`src/hdl/svt_pkg.sv`:
```
// ----------------------------------------------------------------------------
// svt_pkg
// Shared types, op codes, widths and the sine table of the vertex transform
// unit.
// ----------------------------------------------------------------------------
package svt_pkg;

    // op codes
    localparam logic [2:0] OP_ACC   = 3'd0;
    localparam logic [2:0] OP_FIN   = 3'd1;
    localparam logic [2:0] OP_TRANS = 3'd2;
    localparam logic [2:0] OP_ROT   = 3'd3;
    localparam logic [2:0] OP_SCALE = 3'd4;
    localparam logic [2:0] OP_ALPHA = 3'd5;

    localparam int MAX_GROUP_VERTICES_DEF = 4096;
    localparam int COUNT_FIELD_MAX        = 8191;

    localparam int COORD_W = 29;   // working coordinate
    localparam int TRIG_W  = 18;   // signed sine / cosine, +-65536
    localparam int PROD_W  = COORD_W + TRIG_W;
    localparam int PIV_W   = 18;
    localparam int SUM_W   = 32;
    localparam int CNT_W   = 13;
    localparam int DIV_STEPS = SUM_W;

    localparam logic [63:0] PI_Q60 = 64'h3243F6A8885A308D;
    localparam int QUARTER_STEPS = 64;

    typedef logic [16:0] qtab_t [QUARTER_STEPS+1];

    typedef enum logic [3:0] {
        ST_IDLE, ST_DIV, ST_PIVOT, ST_TRIG, ST_MULA, ST_MULB, ST_ROT,
        ST_SMULA, ST_SMULB, ST_SDIV, ST_OUT
    } state_t;

    typedef enum logic [1:0] {AX_Z, AX_X, AX_Y} axis_t;

    typedef struct packed {
        logic  load;
        logic  div_step;
        logic  pivot_set;
        logic  trig;
        logic  mul_a;
        logic  mul_b;
        logic  rot;
        logic  smul_a;
        logic  smul_b;
        logic  sdiv;
        logic  out_write;
        axis_t axis;
    } dp_cmd_t;

    function automatic logic [63:0] mul_q60(logic [63:0] a, logic [63:0] b);
        logic [127:0] pr;
        pr = {64'd0, a} * {64'd0, b};
        return pr[123:60];
    endfunction

    // long division, shift and subtract
    function automatic logic [63:0] div_u64(logic [63:0] num, logic [63:0] den);
        logic [64:0] rem;
        logic [63:0] q;
        rem = '0;
        q   = '0;
        for (int b = 63; b >= 0; b--) begin
            rem = {rem[63:0], num[b]};
            if (rem >= {1'b0, den}) begin
                rem  = rem - {1'b0, den};
                q[b] = 1'b1;
            end
        end
        return q;
    endfunction

    // Q60 Taylor series, evaluated at elaboration only
    function automatic qtab_t build_qtab();
        qtab_t t;
        logic [63:0] x, x2, term, s, den;
        for (int k = 0; k <= QUARTER_STEPS; k++) begin
            x = (PI_Q60 >> 7) * 64'(k);
            x2 = mul_q60(x, x);
            term = x;
            s = x;
            for (int n = 1; n < 30; n++) begin
                if (term != 64'd0) begin
                    den = 64'(2 * n) * 64'(2 * n + 1);
                    term = div_u64(mul_q60(term, x2), den);
                    if (n[0]) begin
                        s = s - term;
                    end else begin
                        s = s + term;
                    end
                end
            end
            t[k] = s[60:44];
        end
        t[0] = 17'd0;
        t[QUARTER_STEPS] = 17'd65536;
        return t;
    endfunction

    localparam qtab_t QUARTER_SINE = build_qtab();

    function automatic logic signed [TRIG_W-1:0] sine_of(logic [7:0] a);
        logic [16:0] v;
        logic signed [TRIG_W-1:0] sv;
        if (a[6]) begin
            v = QUARTER_SINE[7'd64 - {1'b0, a[5:0]}];
        end else begin
            v = QUARTER_SINE[{1'b0, a[5:0]}];
        end
        sv = $signed({1'b0, v});
        return a[7] ? -sv : sv;
    endfunction

endpackage

```
`src/hdl/svt_ctrl.sv`:
```
// ----------------------------------------------------------------------------
// svt_ctrl
// Sequencer: accepts beats, steps the datapath, owns the result valid.
// ----------------------------------------------------------------------------
module svt_ctrl import svt_pkg::*; (
    input  logic       aclk,
    input  logic       aresetn,
    input  logic       s_valid,
    input  logic [2:0] s_op,
    output logic       s_ready,
    input  logic       m_ready,
    output logic       m_valid,
    output dp_cmd_t    cmd
);

    state_t      state_reg, state_next;
    axis_t       axis_reg, axis_next;
    logic [4:0]  step_reg, step_next;
    logic        m_valid_reg, m_valid_next;

    always_ff @(posedge aclk) begin
        if (!aresetn) begin
            state_reg   <= ST_IDLE;
            axis_reg    <= AX_Z;
            step_reg    <= '0;
            m_valid_reg <= 1'b0;
        end else begin
            state_reg   <= state_next;
            axis_reg    <= axis_next;
            step_reg    <= step_next;
            m_valid_reg <= m_valid_next;
        end
    end

    always_comb begin
        state_next = state_reg;
        axis_next  = axis_reg;
        step_next  = step_reg;
        cmd        = '0;
        cmd.axis   = axis_reg;
        s_ready    = 1'b0;
        unique case (state_reg)
            ST_IDLE: begin
                s_ready = 1'b1;
                if (s_valid) begin
                    cmd.load = 1'b1;
                    case (s_op)
                        OP_FIN: begin
                            state_next = ST_DIV;
                            step_next  = '0;
                        end
                        OP_TRANS, OP_ALPHA: state_next = ST_OUT;
                        OP_ROT: begin
                            state_next = ST_TRIG;
                            axis_next  = AX_Z;
                        end
                        OP_SCALE: state_next = ST_SMULA;
                        default:  state_next = ST_IDLE;
                    endcase
                end
            end
            ST_DIV: begin
                cmd.div_step = 1'b1;
                step_next    = step_reg + 5'd1;
                if (step_reg == 5'(DIV_STEPS - 1)) begin
                    state_next = ST_PIVOT;
                end
            end
            ST_PIVOT: begin
                cmd.pivot_set = 1'b1;
                state_next    = ST_IDLE;
            end
            ST_TRIG: begin
                cmd.trig   = 1'b1;
                state_next = ST_MULA;
            end
            ST_MULA: begin
                cmd.mul_a  = 1'b1;
                state_next = ST_MULB;
            end
            ST_MULB: begin
                cmd.mul_b  = 1'b1;
                state_next = ST_ROT;
            end
            ST_ROT: begin
                cmd.rot = 1'b1;
                unique case (axis_reg)
                    AX_Z: begin
                        axis_next  = AX_X;
                        state_next = ST_TRIG;
                    end
                    AX_X: begin
                        axis_next  = AX_Y;
                        state_next = ST_TRIG;
                    end
                    default: state_next = ST_OUT;
                endcase
            end
            ST_SMULA: begin
                cmd.smul_a = 1'b1;
                state_next = ST_SMULB;
            end
            ST_SMULB: begin
                cmd.smul_b = 1'b1;
                state_next = ST_SDIV;
            end
            ST_SDIV: begin
                cmd.sdiv   = 1'b1;
                state_next = ST_OUT;
            end
            ST_OUT: begin
                if (!m_valid_reg || m_ready) begin
                    cmd.out_write = 1'b1;
                    state_next    = ST_IDLE;
                end
            end
            default: state_next = ST_IDLE;
        endcase
        if (cmd.out_write) begin
            m_valid_next = 1'b1;
        end else if (m_ready) begin
            m_valid_next = 1'b0;
        end else begin
            m_valid_next = m_valid_reg;
        end
    end

    assign m_valid = m_valid_reg;

endmodule

```
`config.mk`:
```
export PLATFORM = sky130hd
export DESIGN_NAME = svt_ctrl
export DESIGN_NICKNAME = d
export VERILOG_FILES = /design/src/hdl/svt_pkg.sv /design/src/hdl/svt_ctrl.sv
export SDC_FILE = /design/constraint.sdc
export NUM_CORES = 1
export LEC_CHECK = 0
export ABC_AREA = 1
export BUFFER_PORTS_ARGS = -buffer_cell sky130_fd_sc_hd__buf_4
export CAP_MARGIN = 20
export CORE_MARGIN = 1.5
export CORE_UTILIZATION = 35
export CTS_BUF_LIST = sky130_fd_sc_hd__clkbuf_16
export DETAILED_ROUTE_END_ITERATION = 12
export GPL_TIMING_DRIVEN = 0
export PLACE_DENSITY_LB_ADDON = 0.2
export SYNTH_ARGS = -nofsm -noshare
export SYNTH_HDL_FRONTEND = slang
export SYNTH_SLANG_ARGS = --single-unit
```
`constraint.sdc`:
```
create_clock -name aclk -period 1.5 [get_ports aclk]
set_input_delay 0 -clock aclk [delete_from_list [all_inputs] [get_ports aclk]]
set_output_delay 0 -clock aclk [all_outputs]
set_load 0.01 [all_outputs]
```
==> run_results.csv <==
group,metric,value,unit
run_status,run_status,"finished, final reports clean",
cts,numCtsBuffers,3,
finish,drive_above_1_share,0.4145,
global_routing,antenna_found_initial,0,
sta,fmax,697.7,MHz
finish,multi_input_area,570.5,µm²
logic_synthesis,synth_area_per_cell,7.040,µm²
logic_synthesis,synth_xor_area_frac,0,
critical_path,crit_top_cell,"nand2_4",
sta,finClkSkew,0.0005098,ns
sta,drv_slew,0,
min_path,whs_endpoint,"state_reg[1]",
critical_path,cp-start-kind,"flip-flop",
global_routing,grt_pass1_vias,744,
sta,tns,0,ns
finish,fin_util,0.4954,
routing,ant_nets,0,
sta,rsz0062_at_grt,"false",
logic_synthesis,yosysWarningCount,0,
die,rows,18,
finish,seq_area,247.7,µm²
logic_synthesis,synth_adder_area_share,0.02821,
power,p_total,2.071,mW
global_routing,grt_max_degree,11,
placed_design,hpwlAfterDp,1482,µm
logic_synthesis,yosysSeqAreaShare,0.2708,
logic_synthesis,ys_types,29,
routing,drt_iter0_markers,18,
die,die_w,53.35,µm
cts,clkTransAtPathRegs,0.04,ns
power,power_density,1719,mW/mm²
critical_path,r2r_slack,0.07,ns
placed_design,dp_cells,177,
critical_path,critPathBufInv,1,
placed_design,gp_congestion,0.7618,
routing,routed_wl,1935,µm
cts,cts_tree,"built",
global_routing,grt_pass1_wl,3146,µm
critical_path,cp_max_fo,4,
routing,num_vias,879,
finish,diodes,0,
power,leakage,0.5574,nW
logic_synthesis,synth_top_family_by_area,"simple AND/OR/NAND/NOR gates",
critical_path,critPathSlowestCell,"dfxtp_4",
finish,largest_reg_flops,5,
cts,cts_num_sinks,12,
logic_synthesis,syn_nets,135,
critical_path,end_kind,"flip-flop",
die,pin_count,22,
die,die-area,0.002846,mm²
cts,cts_root_buf,"clkbuf_16",
finish,stdcell_count,182,
routing,drc,0,
sta,period_needed,1.433,ns
routing,wire_per_inst,10.63,µm
critical_path,timing.rr.end,"state_reg[3]",
finish,nets,162,
min_path,hold_path_class,"in2reg",
logic_synthesis,synthSimpleGateAreaFrac,0.4457,
finish,nFillCells,245,
power,ir_worst_vdd,0.0008122,V
job,drv_cap,0,
logic_synthesis,synth_compound_area_frac,0.1368,
routing,dr.pass1.iters,4,
sta,slew_headroom,0.6201,
critical_path,crit_arrival,1.60,ns
finish,area_growth,35.83,%
critical_path,crit_type,"reg2reg",
routing,viasPerCell,4.830,
cts,htreeDepth,1,
die,die_y,53.35,µm
sta,setup_violations,0,
sta,min_period_over_period,0.9555,
critical_path,reg2reg_depth,10,
sta,hold_viol,0,
critical_path,cp_top_family,"simple AND/OR/NAND/NOR gates",
global_routing,grt_util_all_layers,0.1565,
global_routing,overflow,0,
critical_path,r2r_start,"step_reg[1]",
critical_path,path_cells,"ha_4 > nand2_2 > nor2_2 > ha_2 > inv_2 > nand2_4 > nand2_4 > nor2_4 > nand2_1 > a21oi_1",
logic_synthesis,synthCells,126,
cts,clockBufferDepth,2,
die,core_area,0.002432,mm²
min_path,min_from,"aresetn",
sta,tightest_slew,0.5698,ns
placed_design,portBuffers,21,
die,start_util,0.3647,
critical_path,required,1.66,ns
logic_synthesis,synth_area,887.1,µm²
cts,clkLatencyLatePin,0.24,ns
logic_synthesis,ys_ff_latch,12,
min_path,hold_path_depth,3,
logic_synthesis,muxShareOfSynthArea,0,
critical_path,cpPeakStageDelay,0.36,ns
## worst max-delay path by stage
stage / to / cells past startpoint / start
3_3_place_gp: state_reg[0] / 10 / step_reg[0]
4_1_cts: state_reg[3] / 10 / step_reg[0]
5_1_grt: state_reg[3] / 10 / step_reg[1]
3_5_place_dp: state_reg[3] / 10 / step_reg[0]
6_report: state_reg[3] / 10 / step_reg[1]
2_1_floorplan: state_reg[0] / 10 / step_reg[0]
## final cells by class
type | count | area share
multi-input cells | 91 | 0.4735
flip-flops and latches | 12 | 0.2056
repair buffers | 22 | 0.1371
inverters | 20 | 0.06854
clock buffers | 3 | 0.06231
well taps | 30 | 0.03115
plain buffers | 3 | 0.01869
clock inverters | 1 | 0.003115
## placed cells by master, fill, tap and decap left out, types with 4 or more instances in the layout
cell type / synthesis / final
inv_1: 15 / 14
inv_2: 3 / 4
nand3_1: 13 / 13
nand2_1: 19 / 18
buf_4: 1 / 23
nand2_4: 4 / 5
a21oi_1: 9 / 8
nor2_4: 4 / 4
dfxtp_1: 12 / 10
nor2_1: 15 / 14
nor2_2: 3 / 4
## stage by stage
| stage | setup slack, ns | cell area [µm²] | hold WS [ns] |
|---|---|---|---|
| floorplan | 0.2108 | 887.1 | 0.1490 |
| global placement | 0.07619 | 1082 | 0.2613 |
| detailed placement | 0.03547 | 1082 | 0.2729 |
| CTS | 0.02212 | 1161 | 0.02536 |
| global route | 0.002617 | 1205 | 0.03701 |
| finish | 0.06672 | 1205 | 0.02275 |
## timing repair
action,in CTS,in global routing
gates resized for setup,0,12
hold buffers,0,0
buffers inserted,0,1
setup endpoints to repair,0,4
## worst register-to-register path, delay by kind of cell, from the launching register on
| kind | cells | cell delay (ns) |
|---|---|---|
| flops | 1 | 0.36 |
| compound gates | 1 | 0.15 |
| buf+inv | 1 | 0.04 |
| simple gates | 6 | 0.50 |
| fa+ha+maj | 2 | 0.30 |
## cell usage after synthesis
| library cell | count | area (µm²) |
|---|---|---|
| o21ai_2 | 1 | 8.760 |
| nor2_4 | 4 | 45.04 |
| buf_6 | 1 | 11.26 |
| or2_2 | 2 | 12.51 |
| o22ai_1 | 1 | 6.260 |
| a21oi_2 | 2 | 17.52 |
| nand2_2 | 3 | 18.77 |
| nor3_1 | 2 | 10.01 |
| o21ai_4 | 1 | 16.27 |
| inv_2 | 3 | 11.26 |
| nand3_1 | 13 | 65.06 |
| clkbuf_1 | 1 | 3.750 |
| nand3_2 | 2 | 20.02 |
| ha_1 | 2 | 25.02 |
| inv_4 | 1 | 6.260 |
| o211ai_1 | 1 | 7.510 |
| a21oi_1 | 9 | 45.04 |
| buf_4 | 1 | 7.510 |
| nand2_1 | 19 | 71.32 |
| o21ai_0 | 2 | 10.01 |
| o21ai_1 | 2 | 10.01 |
| nand2_8 | 1 | 20.02 |
| dfxtp_1 | 12 | 240.2 |
| clkinv_4 | 1 | 8.760 |
| nor2_1 | 15 | 56.30 |
| nor2_2 | 3 | 18.77 |
| nand4_1 | 2 | 12.51 |
| inv_1 | 15 | 56.30 |
| nand2_4 | 4 | 45.04 |
## cell families (layout without fill, tap and decap cells)
kind of cell | count (synthesis) | count (layout)
AND/OR/NAND/NOR | 70 | 70
flip-flops | 12 | 12
AO/OA/AOI/OAI | 19 | 19
adder cells (fa/ha/maj) | 2 | 2
buffers and inverters | 23 | 49
## report_power, final
part	total, mW	internal, mW	switching, mW
Combinational	1.13	0.448	0.686
Clock	0.492	0.351	0.141
Sequential	0.445	0.380	0.0646
Total	2.07	1.18	0.891
## per-layer routing
| metal | track usage | wire (µm) | share of wire |
|---|---|---|---|
| met5 | 0 | 0 | 0 |
| met4 | 0.08974 | 46 | 0.024 |
| met3 | 0.04237 | 89 | 0.046 |
| met2 | 0.2387 | 889 | 0.46 |
| met1 | 0.1949 | 910 | 0.47 |
Power figures use the tool's default switching activity.
